`src/rtl/core/torus_mesh_generator_unit_assert.svh`:
```
// Assertion macros for the torus mesh generator RTL
`ifndef TORUS_MESH_GENERATOR_UNIT_ASSERT_SVH
`define TORUS_MESH_GENERATOR_UNIT_ASSERT_SVH

// same-cycle implication
`define TMG_ASSERT_IMP(lbl, ante, cons) \
   lbl: assert property (@(posedge clock) disable iff (reset) (ante) |-> (cons)) \
      else $error("torus mesh generator check failed");

// next-cycle implication
`define TMG_ASSERT_NXT(lbl, ante, cons) \
   lbl: assert property (@(posedge clock) disable iff (reset) (ante) |=> (cons)) \
      else $error("torus mesh generator check failed");

`endif

```
`src/rtl/core/tmg_pkg.sv`:
```
`default_nettype none
package tmg_pkg;

   localparam int MAX_SIDES_DEF = 256;
   localparam int MAX_RINGS_DEF = 256;

   // register map
   localparam int CSR_IDX_W = 4;
   localparam logic [CSR_IDX_W-1:0] CSR_OUTER_RADIUS = 4'd0;
   localparam logic [CSR_IDX_W-1:0] CSR_INNER_RADIUS = 4'd1;
   localparam logic [CSR_IDX_W-1:0] CSR_SIDE_COUNT   = 4'd2;
   localparam logic [CSR_IDX_W-1:0] CSR_RING_COUNT   = 4'd3;

   localparam logic [15:0] OUTER_RADIUS_RST = 16'd256;
   localparam logic [15:0] INNER_RADIUS_RST = 16'd64;
   localparam logic [8:0]  SIDE_COUNT_RST   = 9'd24;
   localparam logic [8:0]  RING_COUNT_RST   = 9'd48;

   localparam logic KIND_VERTEX = 1'b0;
   localparam logic KIND_INDEX  = 1'b1;

   // result slots of one grid position
   localparam logic [2:0] SLOT_VERTEX = 3'd0;
   localparam logic [2:0] SLOT_IDX_A0 = 3'd1;
   localparam logic [2:0] SLOT_IDX_B  = 3'd2;
   localparam logic [2:0] SLOT_IDX_C0 = 3'd3;
   localparam logic [2:0] SLOT_IDX_A1 = 3'd4;
   localparam logic [2:0] SLOT_IDX_C1 = 3'd5;
   localparam logic [2:0] SLOT_IDX_D  = 3'd6;

   // phase divider: 25-bit dividend, 17-bit quotient, 9-bit divisor
   localparam int DVD_W          = 25;
   localparam int QUO_W          = 17;
   localparam int REM_W          = 9;
   localparam int DIV_BITS_STAGE = 4;
   localparam int DIV_STAGES     = (QUO_W + DIV_BITS_STAGE - 1) / DIV_BITS_STAGE;

   localparam int SIN_LAT  = 7;
   localparam int GEOM_LAT = 3;
   localparam int PIPE_DEPTH = DIV_STAGES + SIN_LAT + GEOM_LAT;
   localparam int TEX_DEPTH  = SIN_LAT + GEOM_LAT;

   // odd polynomial for sin(pi/2 x), Q28
   localparam logic [28:0] SIN_C1 = 29'd421657428;
   localparam logic [28:0] SIN_C3 = 29'd173399667;
   localparam logic [28:0] SIN_C5 = 29'd21392326;
   localparam logic [28:0] SIN_C7 = 29'd1256748;
   localparam logic [28:0] SIN_C9 = 29'd43068;

   typedef struct packed {
      logic        valid;
      logic        faces;
      logic [16:0] idx_a;
      logic [16:0] idx_b;
      logic [16:0] idx_c;
      logic [16:0] idx_d;
   } ctl_type;

   typedef struct packed {
      logic signed [17:0] pos_x;
      logic signed [17:0] pos_y;
      logic signed [17:0] pos_z;
      logic signed [15:0] norm_x;
      logic signed [15:0] norm_y;
      logic signed [15:0] norm_z;
      logic [16:0]        tex_s;
      logic [15:0]        tex_t;
   } vtx_type;

   function automatic logic [28:0] horner_step(input logic [28:0] c,
                                               input logic [28:0] s,
                                               input logic [28:0] z);
      logic [57:0] prod;
      prod = s * z;
      return c - prod[56:28];
   endfunction

   function automatic logic signed [17:0] clamp_pos(input logic signed [19:0] v);
      logic signed [17:0] res;
      if (v > 20'sd131071) res = 18'sd131071;
      else if (v < -20'sd131072) res = -18'sd131072;
      else res = v[17:0];
      return res;
   endfunction

endpackage
`default_nettype wire

```
`src/rtl/core/tmg_div.sv`:
```
`default_nettype none
module tmg_div import tmg_pkg::*; (
   input  wire logic             clock,
   input  wire logic             en,
   input  wire logic [DVD_W-1:0] dividend,
   input  wire logic [REM_W-1:0] divisor,
   output logic      [QUO_W-1:0] quotient
);

   // restoring division, DIV_BITS_STAGE quotient bits per stage
   logic [REM_W-1:0] rem_ff [DIV_STAGES];
   logic [QUO_W-1:0] low_ff [DIV_STAGES];
   logic [REM_W-1:0] den_ff [DIV_STAGES];

   for (genvar g = 0; g < DIV_STAGES; g++) begin : g_stage
      logic [REM_W-1:0] rem_src;
      logic [QUO_W-1:0] low_src;
      logic [REM_W-1:0] den_src;
      logic [REM_W-1:0] rem_in;
      logic [QUO_W-1:0] low_in;
      logic [REM_W-1:0] den_in;
      logic [REM_W:0]   trial;

      if (g == 0) begin : g_head
         assign rem_src = REM_W'(dividend[DVD_W-1:QUO_W]);
         assign low_src = dividend[QUO_W-1:0];
         assign den_src = divisor;
      end else begin : g_next
         assign rem_src = rem_ff[g-1];
         assign low_src = low_ff[g-1];
         assign den_src = den_ff[g-1];
      end

      always_comb begin
         rem_in = rem_src;
         low_in = low_src;
         den_in = den_src;
         trial = '0;
         for (int j = 0; j < DIV_BITS_STAGE; j++) begin
            if (g * DIV_BITS_STAGE + j < QUO_W) begin
               trial  = {rem_in, low_in[QUO_W-1]};
               low_in = {low_in[QUO_W-2:0], 1'b0};
               if (trial >= {1'b0, den_in}) begin
                  trial     = trial - {1'b0, den_in};
                  low_in[0] = 1'b1;
               end
               rem_in = trial[REM_W-1:0];
            end
         end
      end

      always_ff @(posedge clock) begin
         if (en) begin
            rem_ff[g] <= rem_in;
            low_ff[g] <= low_in;
            den_ff[g] <= den_in;
         end
      end
   end

   assign quotient = low_ff[DIV_STAGES-1];

endmodule
`default_nettype wire

```
`config.mk`:
```
export PLATFORM = sky130hd
export DESIGN_NAME = tmg_div
export DESIGN_NICKNAME = d
export VERILOG_FILES = /design/src/rtl/core/torus_mesh_generator_unit_assert.svh /design/src/rtl/core/tmg_pkg.sv /design/src/rtl/core/tmg_div.sv
export SDC_FILE = /design/constraint.sdc
export NUM_CORES = 1
export LEC_CHECK = 0
export BUFFER_PORTS_ARGS = -buffer_cell sky130_fd_sc_hd__buf_2
export CAP_MARGIN = 30
export CORE_ASPECT_RATIO = 1.1
export CORE_MARGIN = 2
export CORE_UTILIZATION = 34
export DETAILED_ROUTE_END_ITERATION = 12
export GPL_TIMING_DRIVEN = 0
export PLACE_DENSITY = 0.52
export REMOVE_ABC_BUFFERS = 1
export SLEW_MARGIN = 20
export SYNTH_ARGS = -nofsm -noshare
export SYNTH_HDL_FRONTEND = slang
export SYNTH_SLANG_ARGS = --single-unit
```
`constraint.sdc`:
```
create_clock -name clock -period 18.6 [get_ports clock]
set_input_delay 1.86 -clock clock [delete_from_list [all_inputs] [get_ports clock]]
set_output_delay 1.86 -clock clock [all_outputs]
set_load 0.02 [all_outputs]
```
# Word level (Yosys, flattened, before mapping)
# Memories as Yosys holds them, arrays and structs flattened.
# Cells that the tools add are included.
# word_totals
mem_count	3
output_inout_bits	17
wordCells	73
mem_bits_rw	175
input_bits	36
regBits	0
# mem_list
name	depth	width	read_ports	rd_clocked_by_memory_dff	write_ports	line	source
low_ff	5	17	5	0	5	tmg_div.sv:12	logic [QUO_W-1:0] low_ff [DIV_STAGES];
den_ff	5	9	4	0	5	tmg_div.sv:13	logic [REM_W-1:0] den_ff [DIV_STAGES];
rem_ff	5	9	4	0	5	tmg_div.sv:11	logic [REM_W-1:0] rem_ff [DIV_STAGES];
# classes
order_cmp	17
n_mux	36
n_addsub	17
# op_table
op	count
10-bit by 9-bit >= comparator with 1-bit output	16
9-bit two-way mux	17
9-bit subtractor	17
1-bit two-way mux	19
9-bit >= comparator	1

# Longest topological paths before layout
# Gate-level depths: netlist of the first run.
# An unclocked memory read counts as a cell.
# depth
depth_word	9
ltp_mapped	40
mapped_depth_nobuf	37

# Least setup slack after synthesis of the first run
# OpenSTA, ideal clock, no wires.
# synth_timing
path_type	in2reg
startpoint	input port divisor[1]
endpoint	memory rem_ff[0][2] (data pin)
path_buffers	3
setup_ns	0.283
arrival_time_ns	9.425
stages	37
t_required_ns	18.317
slack_ns	8.893
cell_sequence	inv_1 ha_1 nor2b_1 o31a_1 o21ai_2 and3_1 buf_2 mux2_2 ha_1 nand2b_1 a21oi_1 a41o_1 a311o_1 a2111oi_4 inv_2 mux2_2 ha_1 and3_1 o21ai_0 nand3_1 a21o_1 a221oi_1 mux2_2 inv_2 buf_2 buf_2 nor2_1 a21oi_1 fa_1 nand3_1 a21oi_1 nor3_1 a21oi_1 a211o_1 mux2i_1 and3_1 a221oi_1
# synth_lines
element	line	source
from (decl)	tmg_div.sv:6	input wire logic [REM_W-1:0] divisor,
to (decl)	tmg_div.sv:11	

==> results of run 1 <==
[worst max-delay path, delay by kind of cell]
kind | cells | cell delay, ps
buffers and inverters | 5 | 1050
AND/OR/NAND/NOR | 9 | 1670
adder cells (fa/ha/maj) | 4 | 1440
multiplexers | 4 | 1830
AO/OA/AOI/OAI | 14 | 3660
[kinds of logic (layout without fill, tap and decap cells)]
group,count (synthesis),after routing,synth area share [%]
flip-flops,157,157,36.98
multiplexers,92,92,7.960
AO/OA/AOI/OAI,301,301,16.28
adder cells (fa/ha/maj),169,169,17.53
buffers and inverters,117,189,3.563
XOR/XNOR,88,88,6.046
AND/OR/NAND/NOR,301,301,11.63
[flip-flops by register name, summed over array words and instances (netlist names)]
name and flops:
low_ff 85, den_ff 36, rem_ff 36
[stage by stage]
| step | hold slack (ps) | utilization (%) | cells | setup slack (ps) |
|---|---|---|---|---|
| floorplan | 400.3 | - | 1213 | 8874 |
| global placement | 400.8 | 36.63 | 1759 | 6888 |
| detailed placement | 404.5 | 36.78 | 1761 | 6927 |
| CTS | 417.7 | 38.31 | 1791 | 7411 |
| global route | 424.7 | 38.31 | 1791 | 6712 |
| finish | 415.7 | 38.31 | 1791 | 7297 |
[placed cells by master (no fill, tap or decap), types with 7 or more instances in the layout]
cell         n
clkbuf_16   17
nand2_1     64
xnor2_1     49
mux2_2      46
nor2b_1     22
nor3_1      25
o21ai_0     48
nand3_1     31
fa_1        16
nand2b_1    14
a21o_1      39
nor2_1      82
inv_1       99
edfxtp_1   157
buf_2       51
or2_2        7
o21bai_1     9
a21oi_1     84
ha_1       153
nand4_1     25
o21a_1      19
o211ai_1    11
mux2i_1     22
xor2_1      39
mux2_1      22
a211oi_1    13
o31a_1       7
a21boi_0     8
o31ai_1      9
[worst paths after layout]
check	from	to	cells past startpoint
hold / removal	low_ff[0][57]	low_ff[0][75]	0
hold reg to reg	low_ff[0][57]	low_ff[0][75]	0
setup reg to reg	den_ff[0][1]	rem_ff[0][17]	31
setup / recovery	divisor[1]	rem_ff[0][2]	36
[metal layers]
metal / up-vias / track usage (%) / wire, um
li1: 4717 / - / -
met1: 4327 / 19.39 / 13440
met2: 133 / 25.80 / 13830
met3: 48 / 2.592 / 783
met4: 0 / 6.708 / 943
met5: - / 0 / 0
[area by class of cell]
type / count / area, sq um / area share (%)
Tap cell: 494 / 618.1 / 4.356
Clock buffer: 17 / 425.4 / 2.998
Clock inverter: 13 / 141.4 / 0.9965
Timing Repair Buffer: 54 / 305.3 / 2.152
Sequential cell: 157 / 4715 / 33.23
Inverter: 105 / 395.4 / 2.787
Multi-Input combinational cell: 951 / 7589 / 53.48
==> metrics.txt, run 1 <==
Post-Syn Instances=about 1.2k; root buf cell=clkbuf_16; Num CTS Buffers=17; post-CTS sizing=0; first-pass GRT wire length=47.42 mm; top_reg_cell synth=edfxtp_1; kind of critical path=in2reg; CP endpoint kind=flop; Clock Sinks=157; Starting Density=approximately a third; RSZ-0062 raised after global routing=no; Placer Congestion=0.8576; synth warn=0; Setup TNS=0 ps; Rows=74; number of synthesized flops with an enable pin=around 160; Finish-stage setup viols=0; IO Pins=53; largest area contributor in the netlist=edfxtp_1; drt first pass iters=6; WP data required=around 19,000 ps; Final Cycle Share=60.77%; Yosys cell types=70; max-slew violation count=0; status=complete, no violations; Clk Latency, worst-skew pair=around 450 ps; Synth area leaders=edfxtp_1, ha_1, mux2_2; # port buffers=52; number of setup buffers added after CTS=0; CTS Hold Bufs=0; crit path time final=approximately 11,000 ps; GRT overflow=0; Die X=about 190 um; Worst path slowest cell=mux2i_1; Async S/R FF share, synth=0%; vias per cell=around 5.2; most common cell in the netlist=edfxtp_1; post-route cell area=~14,000 sq um; Max FO, Critical Path=22; # Max-Cap Violations=0; Max Fclk=around 0.088 GHz; WP data arrival=~12,000 ps; H-tree Lvls=4; TritonCTS clock tree=built; GRT Util Overall=~15%; register bit total from synthesis=roughly 160; clock slew at reported path FFs=60 ps; CP Launch Type=primary input; largest net degree at the start of global routing=93; Mapped Area=approximately 13,000 sq um; number of global-route vias before repair=9,207; sequential fraction of the synthesis area=36.98%; Worst Hold Class=reg2reg; worst slew pin tran=between 900 and 1000 ps; antenna-violating nets left=0; Die Area=~39,000 sq um; most instantiated cells after synthesis=edfxtp_1, ha_1, inv_1; initial antenna violation count=0; routed via count=slightly above 9k; relative slew slack=between 30% and 40%; Syn-to-layout area delta=11.31%; drt initial violations=around 450; maximum clock insertion buffer count=2; Synth top area share=around 37%; crit-path most repeated cell=a21oi_1; die height=a little over 200 um; Final nets=~1.5k; core area=37,040 sq um; routed wire length=around 29 mm; endpoints failing hold=0; Antenna Cells=0; Avg WL per Cell=approximately 16 um; R2R Setup Slk=~8600 ps; crit-path max cell delay=approximately 680 ps; Layout fillers=3,672; ratio of cells with drive above 1 in the final layout=between 10 and 15%; Avg Synthesized Cell Area=~10 sq um; drt drc=0; Worst Skew=around 14 ps; Placed Area=13,620 sq um; DP Wirelength=around 23 mm
Power of run 1 is left out: the tool's default activity adds up to more than one toggle a clock period on the data nets, which glitch-free logic cannot reach.
==> run 2, diff against run 1 <==
PLACE_DENSITY = 0.54   (was 0.52)
clock period = 10.05 ns   (was 18.6 ns; I/O delays follow)
==> run 2 against run 1 <==
Against the previous run: critical path depth fell by 3; sequential share of layout area down 0.23 points; core utilization is 0.26 points higher.
==> metrics.txt, run 2 (synthesized netlist as in run 1, its figures left out) <==
status=complete, no violations; relative slew slack=just under 50%; crit-path most repeated cell=ha_1; WP data arrival=slightly below 10,000 ps; Antenna Cells=0; Die Area=39,060 sq um; die height=between 200 and 250 um; Worst Hold Class=reg2reg; crit-path max cell delay=roughly 580 ps; Finish-stage setup viols=0; kind of critical path=reg2reg; worst slew pin tran=749.5 ps; Rows=74; grt met3 use=under 10%; Final Util=between 30% and 40%; Worst Skew=between 10 and 15 ps; commonest non-fill, non-tap cell in the layout=edfxtp_1; met2 GRT Util=between 20% and 30%; first-pass GRT wire length=46.56 mm; maximum clock insertion buffer count=2; GR Util met1=19.05%; GRT overflow=0; CP endpoint kind=flop; Syn-to-layout area delta=12.07%; Avg WL per Cell=between 15 and 20 um; DP Wirelength=around 22 mm; Final nets=~1.5k; largest net degree at the start of global routing=between 90 and 100; biggest regs=low_ff x85, den_ff x36, rem_ff x36; drt initial violations=446; GRT Util Overall=14.99%; drt first pass iters=4; Layout fillers=3,676; clock slew at reported path FFs=about 60 ps; crit path time final=9481 ps; ratio of cells with drive above 1 in the final layout=13.11%; R2R Setup Slk=570 ps; worst setup margin=569.3 ps; Seq. cell area=around 4700 sq um; routed via count=between 9k and 10k; WP data required=between 10,000 and 15,000 ps; Starting Density=between 30% and 40%; root buf cell=clkbuf_16; number of global-route vias before repair=between 9k and 10k; Clk Latency, worst-skew pair=~440 ps; # Max-Cap Violations=0; Largest register FFs=between 80 and 90; routed wire length=28.59 mm; Num CTS Buffers=17; Max FO, Critical Path=14; commonest non-fill, non-tap cells in the layout=edfxtp_1, ha_1, inv_1; drt drc=0; # port buffers=52; TritonCTS clock tree=built; Worst path slowest cell=edfxtp_1; vias per cell=a little over 5; H-tree Lvls=4; placed insts=1,761; initial antenna violation count=0; Clock Sinks=approximately 160; antenna-violating nets left=0; Top reg by flops=low_ff; CTS Hold Bufs=0; endpoints failing hold=0; Max Fclk=0.1055 GHz; Final Cycle Share=between 90% and 100%; area of the multi-input gates=7612 sq um; GR peak layer=met2; IO Pins=between 50 and 60; worst slack, placed=-709.3 ps; Placer Congestion=about 0.87; max-slew violation count=0; Die X=approximately 190 um; CP Launch Type=flop; core area=approximately 37,000 sq um; Layout Cells excl Fill=1,798
run 2: cell count changes in the layout (fill, tap and decap cells not counted), sizes merged:
| cell | delta |
|---|---|
| inv | -1 |
| clkinv | +2 |
| buf | +6 |
| clkinvlp | -1 |
| bufinv | +1 |
run 2: layout make-up:
cell class / instances / share of cell area [%]
sequential: 157 / 33.00
tap: 494 / 4.327
multi-input combinational: 951 / 53.28
inverter: 105 / 2.768
clock buffer: 17 / 2.978
clock inverter: 14 / 1.191
timing repair buffer: 60 / 2.452
run 2: path summary, 6_finish.rpt:
kind | depth (start not counted) | to | startpoint
worst max-delay path | 33 | rem_ff[0][13] | den_ff[0][1]
worst min-delay path | 0 | low_ff[0][29] | low_ff[0][8]
worst max register to register | 33 | rem_ff[0][13] | den_ff[0][1]
worst min register to register | 0 | low_ff[0][29] | low_ff[0][8]
run 2: metrics by stage:
step | hold WS (ps) | instance area [sq um] | TNS (ps)
2_1_floorplan | 400.3 | 12690 | 0
3_3_place_gp | 402.7 | 13570 | -3836
3_5_place_dp | 404.5 | 13620 | -4714
4_1_cts | 413.6 | 14260 | 0
5_1_grt | 421.2 | 14290 | -26.05
6_report | 418.6 | 14290 | 0
run 2: routing by layer:
metal	routed length, um	vias to the layer above
li1	-	4718
met3	900	35
met2	13890	142
met4	608	0
met5	0	-
met1	13190	4353
run 2: timing repair:
item	in CTS	in global routing
setup buffers	3	3
pin swaps	1	1
gates resized for setup	3	3
endpoints found under the setup margin	14	16
run 2: critical path: cells and delay by family (launching register included):
| family | cells | cell delay, ps |
|---|---|---|
| AOI/OAI and AO/OA | 14 | 3110 |
| adders and majority gates | 4 | 1550 |
| buffers and inverters | 4 | 920 |
| DFF | 1 | 580 |
| muxes | 5 | 1860 |
| and+or+nand+nor | 6 | 1200 |
Power of run 2 is left out for the same reason.
==> run 3, diff against run 2 <==
PLACE_DENSITY = 0.52   (was 0.54)
clock period = 9.05 ns   (was 10.05 ns; I/O delays follow)
==> run 3 against run 2 <==
Against the previous run: sequential share of layout area down 0.94 points; die area unchanged; hold slack worse by 2.7 ps; first-iteration DRC count up 9.0%; non-clock buffer count up 36; design area up 2.9%; sequential cell count unchanged; wire length up 4.4%; cell count up 2.0%; register-to-register slack worse by 120 ps; critical path type is now in2reg.
==> metrics.txt, run 3 (synthesized netlist as in run 1, its figures left out) <==
vias per cell=approximately 5.2; RR Endpoint=rem_ff[0][17]; clock slew at reported path FFs=roughly 60 ps; Avg WL per Cell=16.27 um; Max FO, Critical Path=21; DP Wirelength=roughly 23 mm; Max Fclk=roughly 0.12 GHz; status=complete, no violations; Die Area=just under 40,000 sq um; placed insts=1,761; biggest regs=low_ff x85, den_ff x36, rem_ff x36; routed wire length=just under 30 mm; die height=between 200 and 250 um; Syn-to-layout area delta=15.36%; Placer Congestion=~0.86; Antenna Cells=0; maximum clock insertion buffer count=2; drt drc=0; ratio of cells with drive above 1 in the final layout=between 15 and 20%; CP Launch Type=primary input; Layout fillers=~3.7k; max-slew violation count=0; relative slew slack=43.74%; number of global-route vias before repair=just over 9k; commonest non-fill, non-tap cells in the layout=edfxtp_1, ha_1, inv_1; initial antenna violation count=0; crit path from=divisor[1]; Clock Sinks=between 150 and 200; drt first pass iters=5; Rows=74; endpoints failing hold=0; routed via count=~9.5k; # Max-Cap Violations=0; Die X=approximately 190 um; Worst Hold Class=reg2reg; worst r2r src=low_ff[0][16]; Layout Cells excl Fill=around 1.8k; GRT Util Overall=approximately 15%; largest net degree at the start of global routing=93; R2R Setup Slk=between 400 and 500 ps; WP data required=~9000 ps; crit path time final=between 8000 and 9000 ps; # port buffers=52; Finish-stage setup viols=0; cells on worst reg2reg path=34; antenna-violating nets left=0; drt initial violations=486; Clk Latency, worst-skew pair=450 ps; first-pass GRT wire length=47.72 mm; core area=approximately 37,000 sq um; Starting Density=between 30% and 40%; WP data arrival=between 8000 and 9000 ps; commonest non-fill, non-tap cell in the layout=edfxtp_1; H-tree Lvls=4; Setup TNS=0 ps; kind of critical path=in2reg; Worst setup endpoint=rem_ff[0][3]; root buf cell=clkbuf_16; Final Cycle Share=between 90% and 100%; TritonCTS clock tree=built; Worst path slowest cell=nor3_2; Largest register FFs=85; GRT overflow=0; Final nets=1,534; Worst Skew=13.20 ps; worst slew pin tran=822.6 ps; Num CTS Buffers=17; Top reg by flops=low_ff; CP endpoint kind=flop; IO Pins=between 50 and 60; crit-path max cell delay=between 400 and 500 ps
## run 3: worst min path at each step
stage,from,endpoint,slack [ps],cells past startpoint
4_1_cts,low_ff[0][34],low_ff[0][55],420,0
2_1_floorplan,low_ff[0][0],low_ff[0][21],400,0
3_3_place_gp,low_ff[0][12],low_ff[0][33],400,0
6_report,low_ff[0][57],low_ff[0][75],420,0
5_1_grt,low_ff[0][54],low_ff[0][72],420,0
3_5_place_dp,low_ff[0][4],low_ff[0][25],400,0
## run 3: metal layers
layer	routed length (um)	vias to the layer above	track usage, %
met4	767	0	5.819
met5	0	-	0
met1	13610	4474	19.49
met2	14590	156	26.51
met3	876	40	2.440
li1	-	4798	-
## run 3: worst max-delay path: cells and delay by family
kind                       cells  cell delay, ps
adders and majority gates      4            1450
and+or+nand+nor                9            1750
AOI/OAI and AO/OA             13            2640
muxes                          3             890
buffers and inverters          7            1090
## run 3: what timing repair did
| item | CTS | global route |
|---|---|---|
| hold buffers | 0 | 0 |
| setup buffers | 9 | 33 |
| pin swaps | 3 | 10 |
| gates resized for setup | 19 | 24 |
| gates cloned | 0 | 1 |
| endpoints found under the setup margin | 36 | 39 |
## run 3: stage by stage
stage	setup WS [ps]	hold WS [ps]	instance area, sq um	util, %
floorplan	278.5	400.3	12690	-
global placement	-1707	400.8	13570	36.63
detailed placement	-1668	404.5	13620	36.78
CTS	-7.713	417.7	14330	38.69
global route	-72.15	424.7	14710	39.71
finish	432.2	415.8	14710	39.71
## run 3: cell type report
type                    count  area [sq um]  area share, %
well taps                 494         618.1          4.203
inverters                 105         405.4          2.757
clock buffers              17         425.4          2.893
multi-input cells         952          7767          52.82
clock inverters            13         141.4         0.9615
flip-flops and latches    157          4715          32.06
repair buffers             96         633.1          4.305
Power of run 3 is left out for the same reason.
