===== src/rtl/core/torus_mesh_generator_unit_assert.svh =====
// Assertion macros for the torus mesh generator RTL
`ifndef TORUS_MESH_GENERATOR_UNIT_ASSERT_SVH
`define TORUS_MESH_GENERATOR_UNIT_ASSERT_SVH

// same-cycle implication
`define TMG_ASSERT_IMP(lbl, ante, cons) \
   lbl: assert property (@(posedge clock) disable iff (reset) (ante) |-> (cons)) \
      else $error("torus mesh generator check failed");

// next-cycle implication
`define TMG_ASSERT_NXT(lbl, ante, cons) \
   lbl: assert property (@(posedge clock) disable iff (reset) (ante) |=> (cons)) \
      else $error("torus mesh generator check failed");

`endif


===== src/rtl/core/tmg_pkg.sv =====
`default_nettype none
package tmg_pkg;

   localparam int MAX_SIDES_DEF = 256;
   localparam int MAX_RINGS_DEF = 256;

   // register map
   localparam int CSR_IDX_W = 4;
   localparam logic [CSR_IDX_W-1:0] CSR_OUTER_RADIUS = 4'd0;
   localparam logic [CSR_IDX_W-1:0] CSR_INNER_RADIUS = 4'd1;
   localparam logic [CSR_IDX_W-1:0] CSR_SIDE_COUNT   = 4'd2;
   localparam logic [CSR_IDX_W-1:0] CSR_RING_COUNT   = 4'd3;

   localparam logic [15:0] OUTER_RADIUS_RST = 16'd256;
   localparam logic [15:0] INNER_RADIUS_RST = 16'd64;
   localparam logic [8:0]  SIDE_COUNT_RST   = 9'd24;
   localparam logic [8:0]  RING_COUNT_RST   = 9'd48;

   localparam logic KIND_VERTEX = 1'b0;
   localparam logic KIND_INDEX  = 1'b1;

   // result slots of one grid position
   localparam logic [2:0] SLOT_VERTEX = 3'd0;
   localparam logic [2:0] SLOT_IDX_A0 = 3'd1;
   localparam logic [2:0] SLOT_IDX_B  = 3'd2;
   localparam logic [2:0] SLOT_IDX_C0 = 3'd3;
   localparam logic [2:0] SLOT_IDX_A1 = 3'd4;
   localparam logic [2:0] SLOT_IDX_C1 = 3'd5;
   localparam logic [2:0] SLOT_IDX_D  = 3'd6;

   // phase divider: 25-bit dividend, 17-bit quotient, 9-bit divisor
   localparam int DVD_W          = 25;
   localparam int QUO_W          = 17;
   localparam int REM_W          = 9;
   localparam int DIV_BITS_STAGE = 4;
   localparam int DIV_STAGES     = (QUO_W + DIV_BITS_STAGE - 1) / DIV_BITS_STAGE;

   localparam int SIN_LAT  = 7;
   localparam int GEOM_LAT = 3;
   localparam int PIPE_DEPTH = DIV_STAGES + SIN_LAT + GEOM_LAT;
   localparam int TEX_DEPTH  = SIN_LAT + GEOM_LAT;

   // odd polynomial for sin(pi/2 x), Q28
   localparam logic [28:0] SIN_C1 = 29'd421657428;
   localparam logic [28:0] SIN_C3 = 29'd173399667;
   localparam logic [28:0] SIN_C5 = 29'd21392326;
   localparam logic [28:0] SIN_C7 = 29'd1256748;
   localparam logic [28:0] SIN_C9 = 29'd43068;

   typedef struct packed {
      logic        valid;
      logic        faces;
      logic [16:0] idx_a;
      logic [16:0] idx_b;
      logic [16:0] idx_c;
      logic [16:0] idx_d;
   } ctl_type;

   typedef struct packed {
      logic signed [17:0] pos_x;
      logic signed [17:0] pos_y;
      logic signed [17:0] pos_z;
      logic signed [15:0] norm_x;
      logic signed [15:0] norm_y;
      logic signed [15:0] norm_z;
      logic [16:0]        tex_s;
      logic [15:0]        tex_t;
   } vtx_type;

   function automatic logic [28:0] horner_step(input logic [28:0] c,
                                               input logic [28:0] s,
                                               input logic [28:0] z);
      logic [57:0] prod;
      prod = s * z;
      return c - prod[56:28];
   endfunction

   function automatic logic signed [17:0] clamp_pos(input logic signed [19:0] v);
      logic signed [17:0] res;
      if (v > 20'sd131071) res = 18'sd131071;
      else if (v < -20'sd131072) res = -18'sd131072;
      else res = v[17:0];
      return res;
   endfunction

endpackage
`default_nettype wire


===== src/rtl/core/tmg_emit.sv =====
`default_nettype none
`include "torus_mesh_generator_unit_assert.svh"
module tmg_emit import tmg_pkg::*; (
   input  wire logic               clock,
   input  wire logic               reset,
   input  wire ctl_type            fin_ctl,
   input  wire vtx_type            fin_vtx,
   output logic                    take,
   output logic                    rsp_valid,
   input  wire logic               rsp_ready,
   output logic                    rsp_result_kind,
   output logic signed [17:0]      rsp_pos_x,
   output logic signed [17:0]      rsp_pos_y,
   output logic signed [17:0]      rsp_pos_z,
   output logic signed [15:0]      rsp_norm_x,
   output logic signed [15:0]      rsp_norm_y,
   output logic signed [15:0]      rsp_norm_z,
   output logic [16:0]             rsp_tex_s,
   output logic [15:0]             rsp_tex_t,
   output logic [16:0]             rsp_vertex_index,
   output logic                    rsp_last
);

   logic       valid_ff, valid_in;
   logic [2:0] cnt_ff, cnt_in;
   ctl_type    ctl_ff;
   vtx_type    vtx_ff;
   logic       is_index;
   logic       at_end;
   logic       done;
   logic       fire;

   assign is_index = (cnt_ff != SLOT_VERTEX);
   assign at_end   = ctl_ff.faces ? (cnt_ff == SLOT_IDX_D) : (cnt_ff == SLOT_VERTEX);
   assign done     = valid_ff && rsp_ready && at_end;
   assign take     = fin_ctl.valid && (!valid_ff || done);
   assign fire     = valid_ff && rsp_ready;

   always_comb begin
      valid_in = valid_ff;
      cnt_in   = cnt_ff;
      if (take) begin
         valid_in = 1'b1;
         cnt_in   = SLOT_VERTEX;
      end else if (done) begin
         valid_in = 1'b0;
      end else if (valid_ff && rsp_ready) begin
         cnt_in = cnt_ff + 3'd1;
      end
   end

   always_ff @(posedge clock) begin
      if (reset) begin
         valid_ff <= 1'b0;
         cnt_ff   <= SLOT_VERTEX;
      end else begin
         valid_ff <= valid_in;
         cnt_ff   <= cnt_in;
      end
   end

   always_ff @(posedge clock) begin
      if (take) begin
         ctl_ff <= fin_ctl;
         vtx_ff <= fin_vtx;
      end
   end

   always_comb begin
      case (cnt_ff)
         SLOT_IDX_A0, SLOT_IDX_A1: rsp_vertex_index = ctl_ff.idx_a;
         SLOT_IDX_B:               rsp_vertex_index = ctl_ff.idx_b;
         SLOT_IDX_C0, SLOT_IDX_C1: rsp_vertex_index = ctl_ff.idx_c;
         SLOT_IDX_D:               rsp_vertex_index = ctl_ff.idx_d;
         default:                  rsp_vertex_index = '0;
      endcase
   end

   assign rsp_valid       = valid_ff;
   assign rsp_result_kind = is_index ? KIND_INDEX : KIND_VERTEX;
   assign rsp_pos_x       = is_index ? '0 : vtx_ff.pos_x;
   assign rsp_pos_y       = is_index ? '0 : vtx_ff.pos_y;
   assign rsp_pos_z       = is_index ? '0 : vtx_ff.pos_z;
   assign rsp_norm_x      = is_index ? '0 : vtx_ff.norm_x;
   assign rsp_norm_y      = is_index ? '0 : vtx_ff.norm_y;
   assign rsp_norm_z      = is_index ? '0 : vtx_ff.norm_z;
   assign rsp_tex_s       = is_index ? '0 : vtx_ff.tex_s;
   assign rsp_tex_t       = is_index ? '0 : vtx_ff.tex_t;
   assign rsp_last        = at_end;

   `TMG_ASSERT_IMP(a_slot_range, valid_ff, cnt_ff <= SLOT_IDX_D)
   `TMG_ASSERT_IMP(a_flat_last, valid_ff && !ctl_ff.faces && !is_index, rsp_last)
   `TMG_ASSERT_IMP(a_no_overwrite, take, !valid_ff || (rsp_ready && rsp_last))
   `TMG_ASSERT_NXT(a_vertex_then_index, fire && !rsp_last && !is_index, cnt_ff == SLOT_IDX_A0)

endmodule
`default_nettype wire


===== config.mk =====
export PLATFORM = sky130hd
export DESIGN_NAME = tmg_emit
export DESIGN_NICKNAME = d
export VERILOG_FILES = /design/src/rtl/core/tmg_pkg.sv /design/src/rtl/core/tmg_emit.sv
export VERILOG_INCLUDE_DIRS = /design/src /design/src/rtl/core
export SDC_FILE = /design/constraint.sdc
export NUM_CORES = 1
export LEC_CHECK = 0
export ABC_AREA = 1
export BUFFER_PORTS_ARGS = -buffer_cell sky130_fd_sc_hd__buf_2
export CORE_AREA = 2 2 140 142
export CTS_BUF_LIST = sky130_fd_sc_hd__clkbuf_4
export CTS_CLUSTER_DIAMETER = 50
export DETAILED_ROUTE_END_ITERATION = 10
export DIE_AREA = 0 0 142 144
export PLACE_DENSITY = 0.72
export RECOVER_POWER = 25
export SKIP_CTS_REPAIR_TIMING = 1
export SYNTH_ARGS = -nofsm -noshare
export SYNTH_HDL_FRONTEND = slang
export SYNTH_SLANG_ARGS = --single-unit

===== constraint.sdc =====
create_clock -name clock -period 17 [get_ports clock]
set_clock_uncertainty 0.15 [all_clocks]
set_input_delay 1.7 -clock clock [delete_from_list [all_inputs] [get_ports clock]]
set_output_delay 1.7 -clock clock [all_outputs]
set_load 0.01 [all_outputs]

* Word-level counts from Yosys, hierarchy flattened
Cells that the tools add are included.
** Operators by class
- $add $sub $neg :: 1
- $mul :: 0
- Divide/modulo/power cells :: 0
- $lt $le $gt $ge :: 0
- Equal/unequal tests :: 6
- Shift operators :: 0
- Multiplexer cells :: 13
- Bitwise gates (word level) :: 1
- Reductions and logical operators :: 12
** Operators by type and width (number)
- 17-bit one-hot mux with 4 select lines :: 1
- 16-bit two-way mux :: 4
- 18-bit two-way mux :: 3
- 17-bit two-way mux :: 1
- 3-bit == test (second input constant) :: 3
- 3-bit by 2-bit == test with 1-bit output (second input constant) :: 2
- 2-bit OR reduction :: 3
- 1-bit two-way mux :: 4
- 3-bit by 1-bit adder with 3-bit output (second input constant) :: 1
- 3-bit by 1-bit == test with 1-bit output (second input constant) :: 1
- 1-bit logical AND :: 3
- 3-bit logical NOT :: 1
- 3-bit nonzero test :: 1
- 2-bit AND reduction :: 1
- 2-bit nonzero test :: 1
- 1-bit logical NOT :: 1
- 1-bit logical OR :: 1
- 1-bit NOT :: 1
** Word-level totals
- Register bits after elaboration :: 208
- Latch bits :: 0
- Bits in writable memories :: 0
- Memory bits (read-only) :: 0
- Input port bits :: 208
- Output and inout port bits :: 156
- Logic and storage cells :: 48
- Memories kept :: 0

* Depth between registers and ports, before layout
Gate-level depths: netlist of run 1.
- Depth after elaboration :: 6
- Gate-level depth with buffers :: 9
- Mapped depth without buffers :: 9

* Least setup slack after synthesis of run 1
OpenSTA, ideal clock, no wires.
- Path type :: input to output
- Start point :: input port rsp_ready
- End point :: output port take
- Arrival time :: 5.890 ns
- Data required time :: 15.150 ns
- Setup slack :: 9.260 ns
- Stages :: 4
- Path buffers :: 0
- Cells stage by stage :: nand3_1 nand2_1 nand2_1 inv_1
** Between the ends
- Cells in the longest elaborated chain, start to end :: 4
** Ends and longest elaborated chain
- start: declaration :: RTL line tmg_emit.sv:10 : input wire logic rsp_ready,
- 1-bit logical AND (2 in a row) :: RTL line tmg_emit.sv:35 : assign done = valid_ff && rsp_ready && at_end;
- 1-bit logical OR :: RTL line tmg_emit.sv:36 : assign take = fin_ctl.valid && (!valid_ff || done);
- 1-bit logical AND :: RTL line tmg_emit.sv:36
- end: declaration :: RTL line tmg_emit.sv:8 : output logic take,
Every way passes these cells.

* Final worst setup path of run 1
- Start point :: register cnt_ff[0]
- End point :: output port take
** Between the ends
- Cells in the longest elaborated chain, start to end :: 5
- Elaborated cells on any way between the ends :: 6
- Those cells by class :: eq/ne: 1; mux: 1; reduce/logical: 4
** Ends and longest elaborated chain
- start: declaration :: RTL line tmg_emit.sv:25 : logic [2:0] cnt_ff, cnt_in;
- start signal: assignment :: RTL line tmg_emit.sv:58 : cnt_ff <= cnt_in;
- 3-bit == test or 3-bit logical NOT (tied branches) :: RTL line tmg_emit.sv:34 : assign at_end = ctl_ff.faces ? (cnt_ff == SLOT_IDX_D) : (cnt_ff == SLOT_VERTEX);
- 1-bit two-way mux * :: RTL line tmg_emit.sv:34
- 1-bit logical AND * :: RTL line tmg_emit.sv:35
- 1-bit logical OR * :: RTL line tmg_emit.sv:36
- 1-bit logical AND * :: RTL line tmg_emit.sv:36
Mark *: on every way between the ends. The rest lies on a longest branch, timed or not.

==> impl_metrics.py, run 1 <==
metrics = {
    "sta": {
        "maxSlewHeadroom_pct": 32.3,
        "rsz0062_at_grt": "no",
        "setup_tns_ps": 0,
        "fin_crit_ps": 5130,
        "setup_viol": 0,
        "hold_viol": 0,
        "fmax_ghz": 0.195,
        "max_slew.worst_pin.slew_ps": 1020,
        "drv_slew": 0,
        "finalCritPeriodShare_pct": 30.2,
        "worst_slack_ps": 11870,
    },
    "worst_setup_path": {
        "worstPathArrival_ps": 3280,
        "crit_path_top_delay_cell": "inv_8",
        "crit_required_ps": 15150,
        "startpoint": "cnt_ff[0]$_SDFFE_PP0P_",
        "critPathLaunchType": "flip-flop",
        "critPathMaxFanout": 125,
        "ff2ff_setup_slack_ps": 13010,
        "path_cells": "inv_1, ha_1, nand2_8, nand2_1, nand3_1, nand2_1, nand2_1, inv_8, buf_2",
        "end_kind": "output port",
        "reg2regPathDepth": 9,
        "max_stage_delay_ps": 610,
        "timing.rr.end": "vtx_ff[43]$_DFFE_PP_",
        "endpoint": "take",
        "regToRegStartpoint": "cnt_ff[0]$_SDFFE_PP0P_",
        "path_class": "reg2out",
        "cpMostUsedCell": "nand2_1",
    },
    "grt": {
        "grt_start_max_net_pins": 126,
        "antenna_found_initial": 4,
        "grt_overflow": 0,
        "grt.total_usage_pct": 17.5,
        "grt_pass1_wl_um": 27200,
        "grt_pass1_vias": 5496,
    },
    "placement": {
        "dpl.hpwl_um": 13500,
        "gp_congestion": 0.838,
        "port_buffers": 363,
        "pre_cts_ws_ps": 12110,
    },
    "logic_synthesis": {
        "seq_area_frac_synth_pct": 74.8,
        "yosysMostFrequentCell": "edfxtp_1",
        "synth_edf_count": 204,
        "synthCells": 609,
        "yosysWarnings": 0,
        "synth.net_count": 821,
        "synth_seq_cells": 208,
        "synth_area_leaders": "edfxtp_1 (74%), inv_1 (6.6%), nor2_4 (5.4%)",
        "synth_commonest_cells": "edfxtp_1 (204), inv_1 (145), nor2_1 (98)",
        "synthArstFlopShare_pct": 0,
        "synth.distinct_cells": 18,
        "syn_area_per_cell_um2": 13.6,
        "synth_flop_cell": "edfxtp_1",
        "synth_top_area_share_pct": 73.9,
        "yosys.area.top_type": "edfxtp_1",
        "syn_area_um2": 8290,
    },
    "final_layout": {
        "final_util_pct": 57.2,
        "final_nets": 1222,
        "area_growth_pct": 31.6,
        "layout-drive-gt1-share_pct": 47.6,
    },
    "drt": {
        "wirelength_um": 18700,
        "vias": 5727,
        "drtIter0Drc": 190,
        "antenna_left": 0,
        "wl_per_cell_um": 14.6,
        "viasPerCell": 4.46,
        "drc": 0,
        "first_pass_iters": 4,
    },
    "clock_network": {
        "htree_levels": 2,
        "clkSinkCount": 208,
        "clockBufferDepth": 3,
        "insertion_delay_ps": 610,
        "cts_made_buffers": 54,
        "clk_pin_slew_ps": 60,
        "cts_root_buf": "clkbuf_4",
        "cts_tree": "built",
    },
    "floorplanning": {
        "io_pins": 364,
        "dieArea_um2": 20400,
        "rows": 51,
        "core_um2": 19100,
        "fp.dieH_um": 144,
        "fp.dieW_um": 142,
        "start_util_pct": 43.5,
    },
    "min_path": {
        "hold_path_class": "reg2reg",
        "hold_depth": 2,
    },
    "run": {
        "maxCapViolations": 0,
    },
    "power_and_ir_drop": {
        "powerDensity_nw_per_um2": 103,
        "leakagePower_nw": 5.19,
        "vdd_drop_max_v": 0.0000657,
    },
    "status": {
        "outcome": "complete, no violations",
    },
}
through the flow:
stage | hold WS [ps] | instance area, um^2 | power [W] | std cells
2_1_floorplan | 361 | 8290 | 0.000676 | 609
3_3_place_gp | 342 | 10300 | 0.000724 | 1192
3_5_place_dp | 349 | 10300 | 0.000727 | 1192
4_1_cts | 359 | 10900 | 0.00114 | 1284
5_1_grt | 384 | 10900 | 0.00118 | 1285
6_report | 355 | 10900 | 0.00112 | 1285
where the power goes:
part | leakage [nW] | switching (W) | internal (W) | total, W
Clock | 0.405 | 0.000187 | 0.000218 | 0.000405
Combinational | 2.79 | 0.0000609 | 0.0000451 | 0.000106
Sequential | 1.99 | 0.00000790 | 0.000601 | 0.000609
Total | 5.19 | 0.000255 | 0.000864 | 0.00112
state kept, by name (all words and copies together) (netlist names):
register and flops:
ctl_ff 69, rsp_valid 1, vtx_ff 135, cnt_ff 3
logic make-up (layout without fill, tap and decap cells):
| kind of cell | after synthesis | in the layout | synth area share [%] |
|---|---|---|---|
| other | 0 | 1 | 0 |
| XOR/XNOR | 1 | 1 | 0.106 |
| adder cells (fa/ha/maj) | 4 | 4 | 0.604 |
| flip-flops | 208 | 208 | 74.8 |
| AO/OA/AOI/OAI | 26 | 26 | 2.32 |
| AND/OR/NAND/NOR | 202 | 202 | 13.1 |
| buffers and inverters | 168 | 605 | 9.02 |
cell usage in the layout (no fill, tap or decap), types with 2 or more instances in the layout:
master	synthesis	routed
a22oi_1	25	25
buf_2	11	362
buf_4	1	2
clkbuf_4	0	82
clkinv_1	0	5
clkinv_2	0	5
dfxtp_1	4	4
edfxtp_1	204	204
ha_1	4	4
inv_1	145	144
inv_2	2	2
nand2_1	45	45
nand2_2	3	2
nand3_1	16	16
nor2_1	98	98
nor2_4	40	40
worst max-delay path: cells and delay by family (launching register included):
family,cells,cell delay [ps]
simple gates,5,1020
buf+inv,3,980
flops,1,350
fa+ha+maj,1,300
layout make-up:
| class | instances | area (um^2) |
|---|---|---|
| Clock buffer | 82 | 616 |
| Timing Repair Buffer | 365 | 1830 |
| Inverter | 148 | 568 |
| Antenna cell | 1 | 2.50 |
| Sequential cell | 208 | 6210 |
| Multi-Input combinational cell | 233 | 1350 |
| Tap cell | 238 | 298 |
| Clock inverter | 10 | 43.8 |
| Fill cell | 1596 | 8160 |
metal layers:
layer  GRT usage (%)  routed length (um)  up-vias
li1                -                   -     2795
met4            7.00                 498        4
met5               0                  26        -
met2            31.1                9580      298
met1            18.5                6610     2586
met3            7.15                1980       44
how the worst min path moves through the flow:
stage                                   to                    from  slack [ps]
floorplan           rsp_valid$_SDFFE_PP0P_  rsp_valid$_SDFFE_PP0P_         360
global placement    rsp_valid$_SDFFE_PP0P_  rsp_valid$_SDFFE_PP0P_         340
detailed placement  rsp_valid$_SDFFE_PP0P_  rsp_valid$_SDFFE_PP0P_         350
CTS                 rsp_valid$_SDFFE_PP0P_  rsp_valid$_SDFFE_PP0P_         360
global route        rsp_valid$_SDFFE_PP0P_  rsp_valid$_SDFFE_PP0P_         380
finish              rsp_valid$_SDFFE_PP0P_  rsp_valid$_SDFFE_PP0P_         360
No activity file was read; power rests on OpenSTA's default activity.
==> run 2, diff against run 1 <==
--- a/config.mk
+++ b/config.mk
@@ -6,14 +6,14 @@
 export SDC_FILE = /design/constraint.sdc
 export NUM_CORES = 1
 export LEC_CHECK = 0
-export ABC_AREA = 1
+export ABC_AREA = 0
 export BUFFER_PORTS_ARGS = -buffer_cell sky130_fd_sc_hd__buf_2
-export CORE_AREA = 2 2 140 142
+export CORE_AREA = 2 2 143 145
 export CTS_BUF_LIST = sky130_fd_sc_hd__clkbuf_4
 export CTS_CLUSTER_DIAMETER = 50
 export DETAILED_ROUTE_END_ITERATION = 10
-export DIE_AREA = 0 0 142 144
-export PLACE_DENSITY = 0.72
+export DIE_AREA = 0 0 145 147
+export PLACE_DENSITY = 0.67
 export RECOVER_POWER = 25
 export SKIP_CTS_REPAIR_TIMING = 1
 export SYNTH_ARGS = -nofsm -noshare
==> constraint.sdc (replaced) <==
create_clock -name clock -period 5.22 [get_ports clock]
set_clock_uncertainty 0.15 [all_clocks]
set_input_delay 0.522 -clock clock [delete_from_list [all_inputs] [get_ports clock]]
set_output_delay 0.522 -clock clock [all_outputs]
set_load 0.01 [all_outputs]
==> impl_metrics.py, run 2 <==
metrics = {
    "status": {
        "outcome": "complete, no violations",
    },
    "logic_synthesis": {
        "syn_area_per_cell_um2": 17.4,
        "synthCells": 451,
        "syn_area_um2": 7840,
        "synth_area_leaders": "edfxtp_1 (78%), and2_1 (11%), a222oi_1 (2.2%)",
        "synth_flop_cell": "edfxtp_1",
        "synth_top_area_share_pct": 78.1,
        "synth.distinct_cells": 27,
        "synth_seq_cells": 208,
        "yosys.area.top_type": "edfxtp_1",
        "yosysWarnings": 0,
        "seq_area_frac_synth_pct": 79.1,
        "synthArstFlopShare_pct": 0,
        "synth.net_count": 663,
        "synth_edf_count": 204,
        "yosysMostFrequentCell": "edfxtp_1",
        "synth_commonest_cells": "edfxtp_1 (204), and2_1 (135), inv_1 (23)",
    },
    "sta": {
        "rsz0062_at_grt": "no",
        "fmax_ghz": 0.253,
        "setup_viol": 0,
        "maxSlewHeadroom_pct": 25.9,
        "fin_crit_ps": 3950,
        "hold_viol": 0,
        "max_slew.worst_pin.slew_ps": 1110,
        "finalCritPeriodShare_pct": 75.6,
        "setup_tns_ps": 0,
        "hold_slack_ps": 143,
        "drv_slew": 0,
    },
    "drt": {
        "wl_per_cell_um": 16.5,
        "wirelength_um": 22600,
        "drc": 0,
        "viasPerCell": 4.50,
        "antenna_left": 0,
        "drtIter0Drc": 258,
        "vias": 6144,
        "first_pass_iters": 6,
    },
    "clock_network": {
        "clk_pin_slew_ps": 70,
        "clockBufferDepth": 3,
        "htree_levels": 2,
        "cts_root_buf": "clkbuf_4",
        "cts_made_buffers": 53,
        "cts_tree": "built",
        "insertion_delay_ps": 640,
        "clkSinkCount": 208,
    },
    "final_layout": {
        "final_nets": 1271,
        "largest_register": "vtx_ff",
        "layout-drive-gt1-share_pct": 43.1,
        "layout_commonest_cell": "buf_2",
        "layout_common_cells": "buf_2 (359), dlygate4sd3_1 (206), edfxtp_1 (204)",
        "reg.largest.list": "vtx_ff x135, ctl_ff x69, cnt_ff x3",
        "largest_reg_flops": 135,
        "fillers": 1402,
        "area_growth_pct": 61.7,
    },
    "worst_setup_path": {
        "critPathMaxFanout": 21,
        "worstPathArrival_ps": 3270,
        "ff2ff_setup_slack_ps": 1820,
        "reg2regPathDepth": 7,
        "path_class": "reg2out",
        "regToRegStartpoint": "cnt_ff[0]$_SDFFE_PP0P_",
        "crit_required_ps": 4550,
        "end_kind": "output port",
        "timing.rr.end": "vtx_ff[43]$_DFFE_PP_",
        "critPathLaunchType": "flip-flop",
    },
    "floorplanning": {
        "io_pins": 364,
        "fp.dieW_um": 145,
        "start_util_pct": 39.5,
        "fp.dieH_um": 147,
        "dieArea_um2": 21300,
        "core_um2": 19800,
        "rows": 52,
    },
    "grt": {
        "grt_pass1_vias": 5048,
        "grt_pass1_wl_um": 26900,
        "grt.total_usage_pct": 16.4,
        "antenna_found_initial": 2,
        "grt_start_max_net_pins": 79,
        "grt_overflow": 0,
    },
    "min_path": {
        "hold_start": "rsp_ready",
        "hold_end": "cnt_ff[1]$_SDFFE_PP0P_",
        "hold_depth": 4,
        "hold_path_class": "in2reg",
    },
    "power_and_ir_drop": {
        "leakagePower_nw": 5.44,
        "vdd_drop_max_v": 0.000255,
        "powerDensity_nw_per_um2": 303,
        "p_total_w": 0.00384,
    },
    "placement": {
        "port_buffers": 363,
        "gp_congestion": 0.771,
        "dpl.hpwl_um": 13000,
    },
    "run": {
        "maxCapViolations": 0,
    },
}
[run 2: changes by cell type in the layout (fill, tap and decap cells not counted), sizes merged, moves of 8 or more]
cell / delta
a22oi: -25
nand3: -14
nand2: -45
and2: +135
clkbuf: +8
a222oi: +17
dlygate4sd3: +206
inv: -124
mux2: +19
nor2: -136
[run 2: final cells by class]
| cell class | count | area (um^2) | area share (%) |
|---|---|---|---|
| Sequential cell | 208 | 6210 | 48.9 |
| Antenna cell | 2 | 5.00 | 0.0395 |
| Inverter | 23 | 86.3 | 0.681 |
| Clock inverter | 4 | 15.0 | 0.118 |
| Tap cell | 270 | 338 | 2.66 |
| Clock buffer | 86 | 646 | 5.09 |
| Multi-Input combinational cell | 198 | 1440 | 11.3 |
| Timing Repair Buffer | 575 | 3950 | 31.1 |
[run 2: metal layers]
| metal | vias up | track usage (%) | part of all wire, % |
|---|---|---|---|
| met4 | 0 | 7.48 | 2.3 |
| met2 | 342 | 27.3 | 53 |
| met1 | 2847 | 18.1 | 36 |
| met3 | 52 | 7.39 | 8.6 |
| li1 | 2903 | - | - |
| met5 | - | 0 | 0 |
[run 2: how the worst max path moves through the flow]
stage,from,slack (ps),endpoint
floorplan,cnt_ff[0]$_SDFFE_PP0P_,120,take
global placement,cnt_ff[0]$_SDFFE_PP0P_,1960,vtx_ff[64]$_DFFE_PP_
detailed placement,cnt_ff[0]$_SDFFE_PP0P_,1920,vtx_ff[64]$_DFFE_PP_
CTS,cnt_ff[0]$_SDFFE_PP0P_,1210,take
global route,cnt_ff[0]$_SDFFE_PP0P_,1050,take
finish,cnt_ff[0]$_SDFFE_PP0P_,1270,take
[run 2: cell families after synthesis]
kind of cell / after synthesis / synth area share [%]
adders and majority gates: 4 / 0.638
buffers and inverters: 45 / 2.76
muxes: 19 / 2.78
and+or+nand+nor: 148 / 11.6
DFF: 208 / 79.1
AOI/OAI and AO/OA: 27 / 3.05
[run 2: where the power goes]
group	total, W	internal [W]	switching [W]
Clock	0.00135	0.000733	0.000617
Sequential	0.00199	0.00196	0.0000279
Combinational	0.000504	0.000273	0.000232
Total	0.00384	0.00297	0.000877
[run 2: metrics by stage]
stage          cell area, um^2  util (%)  instances  setup slack [ps]
4_1_cts                  10600      53.5       1158              1210
5_1_grt                  12700      63.9       1366              1050
2_1_floorplan             7850         -        451               117
3_5_place_dp              9960      50.2       1068              1920
6_report                 12700      63.9       1366              1270
3_3_place_gp              9960      50.2       1068              1960
[run 2: worst max-delay path: stages, from the launching register on]
cell and delay [ps]:
dfxtp_1 350, inv_1 110, ha_1 700, nand3_1 190
o21ai_2 210, nand2_1 150, a21oi_4 660, buf_2 270
